**src/ncab_pkg.sv**
```systemverilog
// ---------------------------------------------------------------------------
// ncab_pkg
// types and constants shared by the nal config to annex-b converter
// ---------------------------------------------------------------------------
package ncab_pkg;

   localparam logic [4:0] AVC_HEADER_BYTES  = 5'd5;
   localparam logic [4:0] HEVC_HEADER_BYTES = 5'd22;
   localparam logic [4:0] AVC_COUNT_MASK    = 5'h1f;
   localparam logic [7:0] AVC_GROUPS        = 8'd2;
   localparam int         QUEUE_DEPTH       = 4;

   // configuration register indexes
   localparam logic CSR_HEVC_MODE   = 1'b0;
   localparam logic CSR_LENGTH_ONLY = 1'b1;

   typedef enum logic [3:0] {
      PH_HEADER,
      PH_AVC_COUNT,
      PH_HEVC_ARRAYS,
      PH_HEVC_TYPE,
      PH_COUNT_HI,
      PH_COUNT_LO,
      PH_SIZE_HI,
      PH_SIZE_LO,
      PH_PAYLOAD,
      PH_DONE
   } phase_type;

   typedef enum logic [1:0] {
      CMD_NONE,
      CMD_BYTE,
      CMD_START
   } cmd_kind_type;

   typedef struct packed {
      logic hevc_mode;
      logic length_only;
   } cfg_type;

   // one queued command: data part plus optional record summary
   typedef struct packed {
      cmd_kind_type kind;
      logic [7:0]   data;
      logic         summary;
      logic         status;
      logic [2:0]   prefix;
      logic [31:0]  total;
   } queue_entry_type;

   typedef struct packed {
      logic full;
      logic empty;
   } queue_status_type;

endpackage

```
**src/nal_config_to_annexb_unit.sv**
```systemverilog
// ---------------------------------------------------------------------------
// nal_config_to_annexb_unit
// rewrites avcC / hvcC parameter-set units as an annex-b byte stream
// ---------------------------------------------------------------------------
//
//   channel  direction  handshake            payload
//   req      in         req_valid/req_stall  in_byte, in_last
//   rsp      out        rsp_valid/rsp_stall  out_byte .. run_end
//   csr      in         csr_write_enable     csr_index, csr_write_data
//
// one request byte is accepted per cycle while the command queue has room
// in byte mode a unit size low byte yields four start codes, a payload byte
// one, a record summary one more; header, count, type and size high bytes
// none; the unstalled back end sends one response per cycle, so start codes
// fill the four-entry queue; req_stall is high only while that queue is full
// reset (synchronous) clears the walk, the queue and the output register
module nal_config_to_annexb_unit #(
   parameter int TOTAL_WIDTH = 32
) (
   input  logic        clock,
   input  logic        reset,
   input  logic        req_valid,
   output logic        req_stall,
   input  logic [7:0]  req_in_byte,
   input  logic        req_in_last,
   output logic        rsp_valid,
   input  logic        rsp_stall,
   output logic [7:0]  rsp_out_byte,
   output logic        rsp_byte_valid,
   output logic        rsp_record_done,
   output logic        rsp_status,
   output logic [2:0]  rsp_length_field_bytes,
   output logic [31:0] rsp_total_length,
   output logic        rsp_run_end,
   input  logic        csr_write_enable,
   input  logic        csr_index,
   input  logic        csr_write_data
);

   ncab_pkg::cfg_type          cfg_ff;
   ncab_pkg::queue_entry_type  push_entry;
   ncab_pkg::queue_entry_type  head;
   ncab_pkg::queue_status_type qstatus;
   logic                       accept;
   logic                       push;
   logic                       pop;

   // configuration registers
   always_ff @(posedge clock) begin
      if (reset) begin
         cfg_ff <= '0;
      end else if (csr_write_enable) begin
         unique case (csr_index)
            ncab_pkg::CSR_HEVC_MODE:   cfg_ff.hevc_mode   <= csr_write_data;
            ncab_pkg::CSR_LENGTH_ONLY: cfg_ff.length_only <= csr_write_data;
            default: begin
            end
         endcase
      end
   end

   // stall while the queue is full so every accepted request has a slot
   assign req_stall = qstatus.full;
   assign accept    = req_valid && !req_stall;

   ncab_front #(
      .TOTAL_WIDTH (TOTAL_WIDTH)
   ) u_front (
      .clock   (clock),
      .reset   (reset),
      .cfg     (cfg_ff),
      .accept  (accept),
      .in_byte (req_in_byte),
      .in_last (req_in_last),
      .push    (push),
      .entry   (push_entry)
   );

   ncab_queue u_queue (
      .clock      (clock),
      .reset      (reset),
      .push       (push),
      .push_entry (push_entry),
      .pop        (pop),
      .head       (head),
      .status     (qstatus)
   );

   ncab_back u_back (
      .clock                  (clock),
      .reset                  (reset),
      .head                   (head),
      .qstatus                (qstatus),
      .pop                    (pop),
      .rsp_valid              (rsp_valid),
      .rsp_stall              (rsp_stall),
      .rsp_out_byte           (rsp_out_byte),
      .rsp_byte_valid         (rsp_byte_valid),
      .rsp_record_done        (rsp_record_done),
      .rsp_status             (rsp_status),
      .rsp_length_field_bytes (rsp_length_field_bytes),
      .rsp_total_length       (rsp_total_length),
      .rsp_run_end            (rsp_run_end)
   );

endmodule

```
**src/ncab_front.sv**
```systemverilog
// ---------------------------------------------------------------------------
// ncab_front
// walks the record one accepted byte a cycle and queues output commands
// ---------------------------------------------------------------------------
module ncab_front #(
   parameter int TOTAL_WIDTH = 32
) (
   input  logic                      clock,
   input  logic                      reset,
   input  ncab_pkg::cfg_type         cfg,
   input  logic                      accept,
   input  logic [7:0]                in_byte,
   input  logic                      in_last,
   output logic                      push,
   output ncab_pkg::queue_entry_type entry
);

   localparam int SUM_W = ((TOTAL_WIDTH > 17) ? TOTAL_WIDTH : 17) + 1;
   localparam logic [SUM_W-1:0] LIMIT = SUM_W'({TOTAL_WIDTH{1'b1}});

   ncab_pkg::phase_type    phase_ff, phase_in;
   logic [4:0]             hpos_ff, hpos_in;
   logic [7:0]             groups_ff, groups_in;
   logic [15:0]            units_ff, units_in;
   logic [15:0]            payload_ff, payload_in;
   logic [7:0]             hold_ff, hold_in;
   logic [2:0]             prefix_ff, prefix_in;
   logic [TOTAL_WIDTH-1:0] total_ff, total_in;
   logic                   finished_ff, finished_in;

   logic [4:0]             hlen;
   logic                   do_decide;
   logic [SUM_W-1:0]       sum;
   ncab_pkg::cmd_kind_type emit;

   assign hlen = cfg.hevc_mode ? ncab_pkg::HEVC_HEADER_BYTES : ncab_pkg::AVC_HEADER_BYTES;

   // next state of the walk
   always_comb begin
      phase_in    = phase_ff;
      hpos_in     = hpos_ff;
      groups_in   = groups_ff;
      units_in    = units_ff;
      payload_in  = payload_ff;
      hold_in     = hold_ff;
      prefix_in   = prefix_ff;
      total_in    = total_ff;
      finished_in = finished_ff;
      do_decide   = 1'b0;
      sum         = SUM_W'(total_ff) + SUM_W'({1'b0, hold_ff, in_byte} + 17'd4);
      unique case (phase_ff)
         ncab_pkg::PH_HEADER: begin
            hpos_in = hpos_ff + 5'd1;
            if (hpos_in >= hlen) begin
               prefix_in = {1'b0, in_byte[1:0]} + 3'd1;
               if (cfg.hevc_mode) begin
                  phase_in = ncab_pkg::PH_HEVC_ARRAYS;
               end else begin
                  groups_in = ncab_pkg::AVC_GROUPS;
                  phase_in  = ncab_pkg::PH_AVC_COUNT;
               end
            end
         end
         ncab_pkg::PH_AVC_COUNT: begin
            groups_in = groups_ff - 8'd1;
            units_in  = {11'd0, in_byte[4:0] & ncab_pkg::AVC_COUNT_MASK};
            do_decide = 1'b1;
         end
         ncab_pkg::PH_HEVC_ARRAYS: begin
            groups_in = in_byte;
            units_in  = 16'd0;
            do_decide = 1'b1;
         end
         ncab_pkg::PH_HEVC_TYPE: begin
            groups_in = groups_ff - 8'd1;
            phase_in  = ncab_pkg::PH_COUNT_HI;
         end
         ncab_pkg::PH_COUNT_HI: begin
            hold_in  = in_byte;
            phase_in = ncab_pkg::PH_COUNT_LO;
         end
         ncab_pkg::PH_COUNT_LO: begin
            units_in  = {hold_ff, in_byte};
            do_decide = 1'b1;
         end
         ncab_pkg::PH_SIZE_HI: begin
            hold_in  = in_byte;
            phase_in = ncab_pkg::PH_SIZE_LO;
         end
         ncab_pkg::PH_SIZE_LO: begin
            payload_in = {hold_ff, in_byte};
            units_in   = units_ff - 16'd1;
            total_in   = (sum > LIMIT) ? {TOTAL_WIDTH{1'b1}} : TOTAL_WIDTH'(sum);
            if (payload_in != 16'd0) begin
               phase_in = ncab_pkg::PH_PAYLOAD;
            end else begin
               do_decide = 1'b1;
            end
         end
         ncab_pkg::PH_PAYLOAD: begin
            payload_in = payload_ff - 16'd1;
            do_decide  = (payload_in == 16'd0);
         end
         ncab_pkg::PH_DONE: begin
         end
         default: begin
         end
      endcase
      if (do_decide) begin
         if (units_in != 16'd0) begin
            phase_in = ncab_pkg::PH_SIZE_HI;
         end else if (groups_in != 8'd0) begin
            phase_in = cfg.hevc_mode ? ncab_pkg::PH_HEVC_TYPE : ncab_pkg::PH_AVC_COUNT;
         end else begin
            phase_in    = ncab_pkg::PH_DONE;
            finished_in = 1'b1;
         end
      end
   end

   // command for the back end
   always_comb begin
      emit = ncab_pkg::CMD_NONE;
      unique case (phase_ff)
         ncab_pkg::PH_SIZE_LO: emit = cfg.length_only ? ncab_pkg::CMD_NONE : ncab_pkg::CMD_START;
         ncab_pkg::PH_PAYLOAD: emit = cfg.length_only ? ncab_pkg::CMD_NONE : ncab_pkg::CMD_BYTE;
         default:              emit = ncab_pkg::CMD_NONE;
      endcase
      push          = accept && ((emit != ncab_pkg::CMD_NONE) || in_last);
      entry.kind    = emit;
      entry.data    = in_byte;
      entry.summary = in_last;
      entry.status  = !finished_in;
      entry.prefix  = prefix_in;
      entry.total   = 32'(total_in);
   end

   always_ff @(posedge clock) begin
      if (reset || (accept && in_last)) begin
         phase_ff    <= ncab_pkg::PH_HEADER;
         hpos_ff     <= 5'd0;
         groups_ff   <= 8'd0;
         units_ff    <= 16'd0;
         payload_ff  <= 16'd0;
         hold_ff     <= 8'd0;
         prefix_ff   <= 3'd1;
         total_ff    <= '0;
         finished_ff <= 1'b0;
      end else if (accept) begin
         phase_ff    <= phase_in;
         hpos_ff     <= hpos_in;
         groups_ff   <= groups_in;
         units_ff    <= units_in;
         payload_ff  <= payload_in;
         hold_ff     <= hold_in;
         prefix_ff   <= prefix_in;
         total_ff    <= total_in;
         finished_ff <= finished_in;
      end
   end

endmodule

```
**src/ncab_queue.sv**
```systemverilog
// ---------------------------------------------------------------------------
// ncab_queue
// small command queue between the parser and the output sequencer
// ---------------------------------------------------------------------------
module ncab_queue (
   input  logic                      clock,
   input  logic                      reset,
   input  logic                      push,
   input  ncab_pkg::queue_entry_type push_entry,
   input  logic                      pop,
   output ncab_pkg::queue_entry_type head,
   output ncab_pkg::queue_status_type status
);

   localparam int PW = $clog2(ncab_pkg::QUEUE_DEPTH);

   ncab_pkg::queue_entry_type slot_ff [ncab_pkg::QUEUE_DEPTH];
   logic [PW-1:0] wr_ptr_ff, rd_ptr_ff;
   logic [PW:0]   count_ff;

   assign head         = slot_ff[rd_ptr_ff];
   assign status.full  = (count_ff == (PW+1)'(ncab_pkg::QUEUE_DEPTH));
   assign status.empty = (count_ff == '0);

   always_ff @(posedge clock) begin
      if (push) begin
         slot_ff[wr_ptr_ff] <= push_entry;
      end
   end

   always_ff @(posedge clock) begin
      if (reset) begin
         wr_ptr_ff <= '0;
         rd_ptr_ff <= '0;
         count_ff  <= '0;
      end else begin
         if (push) begin
            wr_ptr_ff <= wr_ptr_ff + PW'(1);
         end
         if (pop) begin
            rd_ptr_ff <= rd_ptr_ff + PW'(1);
         end
         count_ff <= count_ff + (PW+1)'(push) - (PW+1)'(pop);
      end
   end

   a_no_overrun: assert property (@(posedge clock) disable iff (reset)
      !(push && status.full && !pop)) else $error("queue overrun");
   a_no_underrun: assert property (@(posedge clock) disable iff (reset)
      !(pop && status.empty)) else $error("queue underrun");
   a_count_range: assert property (@(posedge clock) disable iff (reset)
      count_ff <= (PW+1)'(ncab_pkg::QUEUE_DEPTH)) else $error("queue count out of range");

endmodule

```
**src/ncab_back.sv**
```systemverilog
// ---------------------------------------------------------------------------
// ncab_back
// expands queued commands into response items through an output register
// ---------------------------------------------------------------------------
module ncab_back (
   input  logic                       clock,
   input  logic                       reset,
   input  ncab_pkg::queue_entry_type  head,
   input  ncab_pkg::queue_status_type qstatus,
   output logic                       pop,
   output logic                       rsp_valid,
   input  logic                       rsp_stall,
   output logic [7:0]                 rsp_out_byte,
   output logic                       rsp_byte_valid,
   output logic                       rsp_record_done,
   output logic                       rsp_status,
   output logic [2:0]                 rsp_length_field_bytes,
   output logic [31:0]                rsp_total_length,
   output logic                       rsp_run_end
);

   logic [2:0]  step_ff, step_in;
   logic        valid_ff, valid_in;
   logic [7:0]  byte_ff, byte_in;
   logic        bv_ff, bv_in;
   logic        done_ff, done_in;
   logic        status_ff, status_in;
   logic [2:0]  prefix_ff, prefix_in;
   logic [31:0] total_ff, total_in;
   logic        end_ff, end_in;

   logic        load;
   logic [2:0]  n_data;
   logic [2:0]  n_items;
   logic        is_data;
   logic        last_item;

   always_comb begin
      case (head.kind)
         ncab_pkg::CMD_START: n_data = 3'd4;
         ncab_pkg::CMD_BYTE:  n_data = 3'd1;
         default:             n_data = 3'd0;
      endcase
      n_items   = n_data + {2'd0, head.summary};
      is_data   = (step_ff < n_data);
      last_item = (step_ff == n_items - 3'd1);
      load      = !valid_ff || !rsp_stall;
      pop       = load && !qstatus.empty && last_item;

      step_in   = step_ff;
      valid_in  = valid_ff;
      byte_in   = byte_ff;
      bv_in     = bv_ff;
      done_in   = done_ff;
      status_in = status_ff;
      prefix_in = prefix_ff;
      total_in  = total_ff;
      end_in    = end_ff;
      if (load) begin
         valid_in = !qstatus.empty;
         if (!qstatus.empty) begin
            step_in   = last_item ? 3'd0 : step_ff + 3'd1;
            // start code is 00 00 00 01
            if (head.kind == ncab_pkg::CMD_START) begin
               byte_in = (step_ff == 3'd3) ? 8'h01 : 8'h00;
            end else begin
               byte_in = head.data;
            end
            if (!is_data) begin
               byte_in = 8'h00;
            end
            bv_in     = is_data;
            done_in   = !is_data;
            status_in = !is_data && head.status;
            prefix_in = head.prefix;
            total_in  = head.total;
            end_in    = last_item;
         end
      end
   end

   always_ff @(posedge clock) begin
      if (reset) begin
         step_ff  <= 3'd0;
         valid_ff <= 1'b0;
      end else begin
         step_ff  <= step_in;
         valid_ff <= valid_in;
      end
   end

   always_ff @(posedge clock) begin
      byte_ff   <= byte_in;
      bv_ff     <= bv_in;
      done_ff   <= done_in;
      status_ff <= status_in;
      prefix_ff <= prefix_in;
      total_ff  <= total_in;
      end_ff    <= end_in;
   end

   assign rsp_valid              = valid_ff;
   assign rsp_out_byte           = byte_ff;
   assign rsp_byte_valid         = bv_ff;
   assign rsp_record_done        = done_ff;
   assign rsp_status             = status_ff;
   assign rsp_length_field_bytes = prefix_ff;
   assign rsp_total_length       = total_ff;
   assign rsp_run_end            = end_ff;

   a_done_ends_run: assert property (@(posedge clock) disable iff (reset)
      valid_ff && done_ff |-> end_ff) else $error("summary not last of its run");
   a_kind_exclusive: assert property (@(posedge clock) disable iff (reset)
      valid_ff |-> (bv_ff != done_ff)) else $error("response is neither data nor summary");

endmodule

```
**config.mk**
```make
export PLATFORM = sky130hd
export DESIGN_NAME = nal_config_to_annexb_unit
export DESIGN_NICKNAME = d
export VERILOG_FILES = /design/src/ncab_pkg.sv /design/src/nal_config_to_annexb_unit.sv /design/src/ncab_front.sv /design/src/ncab_queue.sv /design/src/ncab_back.sv
export SDC_FILE = /design/constraint.sdc
export NUM_CORES = 1
export LEC_CHECK = 0
export ABC_AREA = 1
export ABC_CLOCK_PERIOD_IN_PS = 3500
export BUFFER_PORTS_ARGS = -buffer_cell sky130_fd_sc_hd__buf_2
export CORE_ASPECT_RATIO = 0.7
export CORE_UTILIZATION = 30
export CTS_CLUSTER_DIAMETER = 80
export DETAILED_ROUTE_END_ITERATION = 8
export PLACE_DENSITY = 0.42
export SLEW_MARGIN = 30
export SYNTH_ARGS = -nofsm -noshare
export SYNTH_HDL_FRONTEND = slang
export SYNTH_HIERARCHICAL = 1
export SYNTH_SLANG_ARGS = --single-unit
```
**constraint.sdc**
```tcl
create_clock -name clock -period 3.5 [get_ports clock]
set_input_delay 0.35 -clock clock [delete_from_list [all_inputs] [get_ports clock]]
set_output_delay 0.35 -clock clock [all_outputs]
set_load 0.02 [all_outputs]
```
# Yosys cells after proc, flatten, opt, wreduce, memory -nomap -nowiden
# Memory sizes are Yosys's and may differ from the RTL's. A register that Yosys moved wholly into a read port is not among the register bits.
# Cells that the tools add are included.
dict set report totals {
  register_bits 153
  ramBits 188
  out_inout_bits 49
  wordCells 126
  mem_count 1
}
# name words width rd rd_clocked_by_memory_dff write_ports line_no
set memory_table {}
lappend memory_table {u_queue.slot_ff 4 47 1 1 1 ncab_queue.sv:17} ;# ncab_pkg::queue_entry_type slot_ff [ncab_pkg::QUEUE_DEPTH];
dict set report op_classes {
  n_addsub 14
  magnitude_cmp 3
  n_eq_ne 15
  mux 34
  bitwise 2
  reduce_logical 34
}
# cell count
set op_table {}
lappend op_table {{32-bit two-way mux} 2}
lappend op_table {{16-bit one-hot mux with 4 select lines} 1}
lappend op_table {{32-bit by 33-bit adder with 33-bit output} 1}
lappend op_table {{33-bit by 32-bit greater-than comparator with 1-bit output, second input constant} 1}
lappend op_table {{16-bit one-hot mux with 2 select lines} 1}
lappend op_table {{16-bit nonzero test} 2}
lappend op_table {{16-bit by 1-bit subtractor with 16-bit output, second input constant} 2}
lappend op_table {{8-bit two-way mux} 3}
lappend op_table {{8-bit one-hot mux with 3 select lines} 1}
lappend op_table {{4-bit two-way mux} 5}
lappend op_table {{4-bit one-hot mux with 5 select lines} 1}
lappend op_table {{16-bit by 3-bit adder with 17-bit output, second input constant} 1}
lappend op_table {{4-bit by 3-bit == test with 1-bit output, second input constant} 4}
lappend op_table {{16-bit zero test} 1}
lappend op_table {{2-bit AND reduction} 6}
lappend op_table {{2-bit two-way mux} 5}
lappend op_table {{3-bit two-way mux} 3}
lappend op_table {{4-bit by 2-bit == test with 1-bit output, second input constant} 2}
lappend op_table {{1-bit two-way mux} 8}
lappend op_table {{8-bit nonzero test} 1}
lappend op_table {{8-bit by 1-bit subtractor with 8-bit output, second input constant} 1}
lappend op_table {{3-bit by 1-bit adder with 3-bit output} 2}
lappend op_table {{1-bit logical AND} 6}
lappend op_table {{1-bit zero test} 6}
lappend op_table {{29 further kinds} 36}

# Logic depth before layout (Yosys ltp)
dict set report logic_depth {
  ltp_word 9
  depth_mapped 22
  ltp_nobuf 21
}

# Cells and area by module
# The synthesis kept the hierarchy.
# module n_inst cells_each area_each_um2 seq_area_each_um2
set by_module_without_submodules {}
lappend by_module_without_submodules {ncab_queue 1 605 8167.8 5825.6}
lappend by_module_without_submodules {ncab_front 1 1234 7518.5 1861.8}
lappend by_module_without_submodules {ncab_back 1 124 1865.5 1491.4}
lappend by_module_without_submodules {nal_config_to_annexb_unit 1 15 93.8 40.0}

# Worst setup path before layout
# No wires, ideal clock.
dict set report synth_path {
  path_type {register to register}
  from {register u_queue.count_ff[2]}
  to {memory u_queue/slot_ff[0][0] (netlist bit) (enable)}
  setup_ps 401
  t_arrival_ps 2492
  required_ps 3099
  setup_slack_ps 606
  stages_incl_launch_ff 10
  synth_period_minus_slack_ps 2894
  cell_sequence {dfxtp_1 > inv_1 > nor3_1 > nor2_1 > clkbuf_1 > clkbuf_1 > o31ai_1 > inv_1 > nand2_1 > inv_1}
}
dict set report synth_between {
  elab_chain_cells 6
}
# element line_no
set synth_lines {}
lappend synth_lines {{from (decl)} ncab_queue.sv:19} ;# logic [PW:0] count_ff;
lappend synth_lines {{from (signal assigned)} ncab_queue.sv:43} ;# count_ff <= count_ff + (PW+1)'(push) - (PW+1)'(pop);
lappend synth_lines {{3-bit == test} ncab_queue.sv:22} ;# assign status.full = (count_ff == (PW+1)'(ncab_pkg::QUEUE_DEPTH));
lappend synth_lines {{named net req_stall} nal_config_to_annexb_unit.sv:23} ;# output logic req_stall,
lappend synth_lines {{1-bit zero test} nal_config_to_annexb_unit.sv:64} ;# assign accept = req_valid && !req_stall;
lappend synth_lines {{1-bit logical AND} nal_config_to_annexb_unit.sv:64}
lappend synth_lines {{named net accept} nal_config_to_annexb_unit.sv:44} ;# logic accept;
lappend synth_lines {{1-bit logical AND} ncab_front.sv:129} ;# push = accept && ((emit != ncab_pkg::CMD_NONE) || in_last);
lappend synth_lines {{named net push} nal_config_to_annexb_unit.sv:45} ;# logic push;
lappend synth_lines {{1-bit two-way mux} ncab_queue.sv:26} ;# if (push) begin
lappend synth_lines {{1-bit two-way mux (not written as such)} ncab_queue.sv:27} ;# slot_ff[wr_ptr_ff] <= push_entry;
lappend synth_lines {{to (decl)} ncab_queue.sv:17}
# The timed path passes the listed nets, and every way through them passes these cells.

==> flow_summary_export.csv <==
group,metric,value,unit
final_layout,final_util,34.82,%
run_status,status,"completed",
detailed_routing,drc,0,
yosys,ys_warn_count,6,
grt,grt_pass1_vias,12840,
sta,min_period,2998,ps
sta,tns,0,ps
yosys,synth_cell_type_count,52,
yosys,ys_async_sr_fraction,0,%
sta,worstMarginPinSlew,882.0,ps
yosys,synthMuxAreaShare,0,%
cts,htreeDepth,2,
critical_path,end_kind,"register",
cts,clk_latency,550,ps
detailed_routing,vias,13310,
place,place_congestion,0.8791,
power,irDropWorstVdd,0.0003768,V
critical_path,r2r_slack,500,ps
job,max_cap_viol_count,0,
sta,fmax,333.6,MHz
yosys,synthesis.nets,2048,
die,die-area,59810,µm²
critical_path,required,3770,ps
worst_hold_path,hold_depth,3,
worst_hold_path,worst_hold_path.endpoint,"u_back/rsp_valid",
cts,cts_buffer_depth,3,
sta,slew_violations,0,
yosys,synth_top_area_cell,"edfxtp_1",
yosys,synthSimpleGateAreaFrac,17.36,%
sta,max_slew_margin,41.11,%
cts,cts_tree,"yes",
detailed_routing,wirelength,47.54,mm
die,initial_core_util,30.71,%
cts,cts.sinks,343,
detailed_routing,drtIter0Drc,886,
yosys,ys.flop_type,"edfxtp_1",
final_layout,layout-drive-gt1-share,13.83,%
power,cellLeakagePower,0.008444,µW
yosys,syn-instance-count,1978,
detailed_routing,drt_pre_antenna_iters,6,
cts,cts_buffers,40,
yosys,synth_xor_area_share,1.539,%
grt,grt_remaining_overflow,0,
die,die_x,291.9,µm
critical_path,r2r_cells,12,
detailed_routing,ant_nets,0,
grt,grt_pass1_wl,75.30,mm
yosys,synth_top_cells_by_area,"edfxtp_1, dfxtp_1, nand2_1, inv_1, a21oi_1",
cts,post_cts_resized,0,
yosys,seq_area_frac_synth,52.24,%
grt,grt_start_max_net_pins,82,
final_layout,layout.nets,2107,
yosys,synthAdderAreaFrac,3.914,%
yosys,synth_compound_area_share,15.07,%
worst_hold_path,hold_start,"rsp_stall",
yosys,synth-seq-cells,343,
final_layout,syn_to_final_growth,13.35,%
worst_hold_path,min_path_type,"input port to register",
cts,ctsHoldBuffers,0,
die,core_area,57450,µm²
die,io-pin-count,65,
cts,clk_pin_slew,60,ps
sta,finClkSkew,17.84,ps
die,rows,73,
place,port-buffer-count,64,
power,powerDensity,764.1,nW/µm²
critical_path,crit_fanout,17,
critical_path,path_class,"register to register",
grt,antenna_found_initial,1,
detailed_routing,viasPerCell,4.721,
die,die_h,204.9,µm
detailed_routing,wl_per_cell,16.86,µm
cts,cts_root_buf,"clkbuf_16",
critical_path,reg2reg_to,"u_queue/slot_ff[3][9]",
yosys,syn_area,17650,µm²
sta,setup_viol,0,
grt,grtUsageTotal,16.18,%
critical_path,worstReg2RegStart,"u_front/hold_ff[5]",
yosys,yosysTopAreaCellShare,39.99,%
yosys,synth_top_family_by_area,"simple AND/OR/NAND/NOR gates",
sta,period_share,85.64,%
sta,hold_viol,0,
sta,rsz0062_at_grt,"false",
cts,cts_setup_buffers,0,
critical_path,startpoint_type,"register",
yosys,synth-edff-count,235,
place,dp.final_hpwl,32.40,mm
final_layout,fin_area,20000,µm²
yosys,avgSynthCellArea,8.921,µm²
critical_path,arrival,3270,ps
final_layout,fillers,5925,
place,placed_area,18740,µm²
## cell type report
class	instances	area, µm²	area share (%)
diodes	1	2.502	0.01251
clock buffers	56	1112	5.561
clock inverters	17	147.6	0.7381
inverters	328	1234	6.168
multi-input cells	1226	6699	33.49
flip-flops and latches	343	9226	46.13
well taps	750	938.4	4.692
repair buffers	98	641.9	3.209
## cells in the final DEF, fill, tap and decap left out, types with 30 or more instances in the layout
master / Yosys / final
dfxtp_1: 108 / 106
nand2_1: 344 / 344
o211ai_2: 44 / 44
nand3_1: 104 / 104
buf_2: 17 / 64
o21ai_0: 154 / 154
nor2_1: 155 / 153
edfxtp_1: 235 / 235
clkbuf_16: 0 / 41
nand2_2: 36 / 36
ha_1: 52 / 52
o21ai_1: 30 / 30
inv_1: 319 / 314
a21oi_1: 168 / 168
## Yosys cell counts (4+ instances only)
library cell / count
nand2_1: 344
inv_1: 319
edfxtp_1: 235
a21oi_1: 168
nor2_1: 155
o21ai_0: 154
dfxtp_1: 108
nand3_1: 104
ha_1: 52
o211ai_2: 44
nand2_2: 36
clkbuf_1: 31
o21ai_1: 30
xor2_1: 20
buf_2: 17
buf_6: 16
buf_4: 14
nand4_1: 13
nor3_1: 12
xnor2_1: 11
nor2_2: 10
inv_2: 8
o211ai_1: 8
nand3b_1: 7
a31o_2: 6
o21bai_1: 6
a211oi_1: 4
nor4_1: 4
or2_2: 4
## through the flow
stage,cells,setup WS (ps),hold WS [ps],power [µW]
after detailed placement,2745,321.9,459.2,11280
final,2819,502.5,80.91,15280
after global routing,2818,222.8,87.67,16400
after floorplan,1978,606.3,419.1,9680
after CTS,2818,511.8,56.10,15460
after global placement,2745,406.7,445.4,11280
## flip-flops by register name (all words and copies together), names as in the netlist, 3 cells and up, named ones only
signal and cells:
u_back/rsp_total_length 32, u_queue/count_ff 3, u_front/hpos_ff 5, u_front/groups_ff 8
u_front/hold_ff 8, u_back/rsp_length_field_bytes 3, u_back/step_ff 3, u_front/units_ff 16
u_queue/slot_ff 188, u_front/prefix_ff 3, u_front/phase_ff 4, u_front/payload_ff 16
u_front/total_ff 32, u_back/rsp_out_byte 8
## how the worst max path moves through the flow
| stage | slack (ps) | from | cells after the start | to |
|---|---|---|---|---|
| CTS | 510 | u_front/total_ff[7] | 13 | u_queue/slot_ff[3][9] |
| global route | 220 | u_front/total_ff[2] | 15 | u_queue/slot_ff[3][9] |
| detailed placement | 320 | req_in_byte[7] | 14 | u_queue/slot_ff[3][9] |
| global placement | 410 | req_in_byte[7] | 14 | u_queue/slot_ff[2][16] |
| finish | 500 | u_front/hold_ff[5] | 12 | u_queue/slot_ff[3][9] |
| floorplan | 610 | u_queue/count_ff[2] | 9 | u_queue/slot_ff[0][0] |
## logic make-up after synthesis
family,after synthesis
flip-flops,343
XOR/XNOR,31
adder cells (fa/ha/maj),54
AO/OA/AOI/OAI,440
AND/OR/NAND/NOR,701
buffers and inverters,409
## power breakdown
part           switching (µW)  leakage, µW  internal [µW]
clock                    1720     0.000617           2380
sequential                394      0.00306           5320
combinational            3880      0.00476           1600
## per-layer routing
layer  vias to the layer above  wire length (µm)  GRT usage [%]
met4                         2               767          3.477
met3                        58              2348          2.452
met2                       302             18760          23.05
met1                      6246             25650          25.30
li1                       6700                 -              -
met5                         -                11              0
## worst max-delay path, cell delays in order, from the launching register on
cell and delay (ps):
dfxtp_1 410, ha_1 270, ha_1 400, a21oi_1 270
o21ai_0 150, o21bai_1 200, nand2_1 60, nand3_1 130
nand3_1 130, buf_4 270, nand3_1 110, o21ai_0 160
inv_1 140
(Power assumes the default switching activity.)
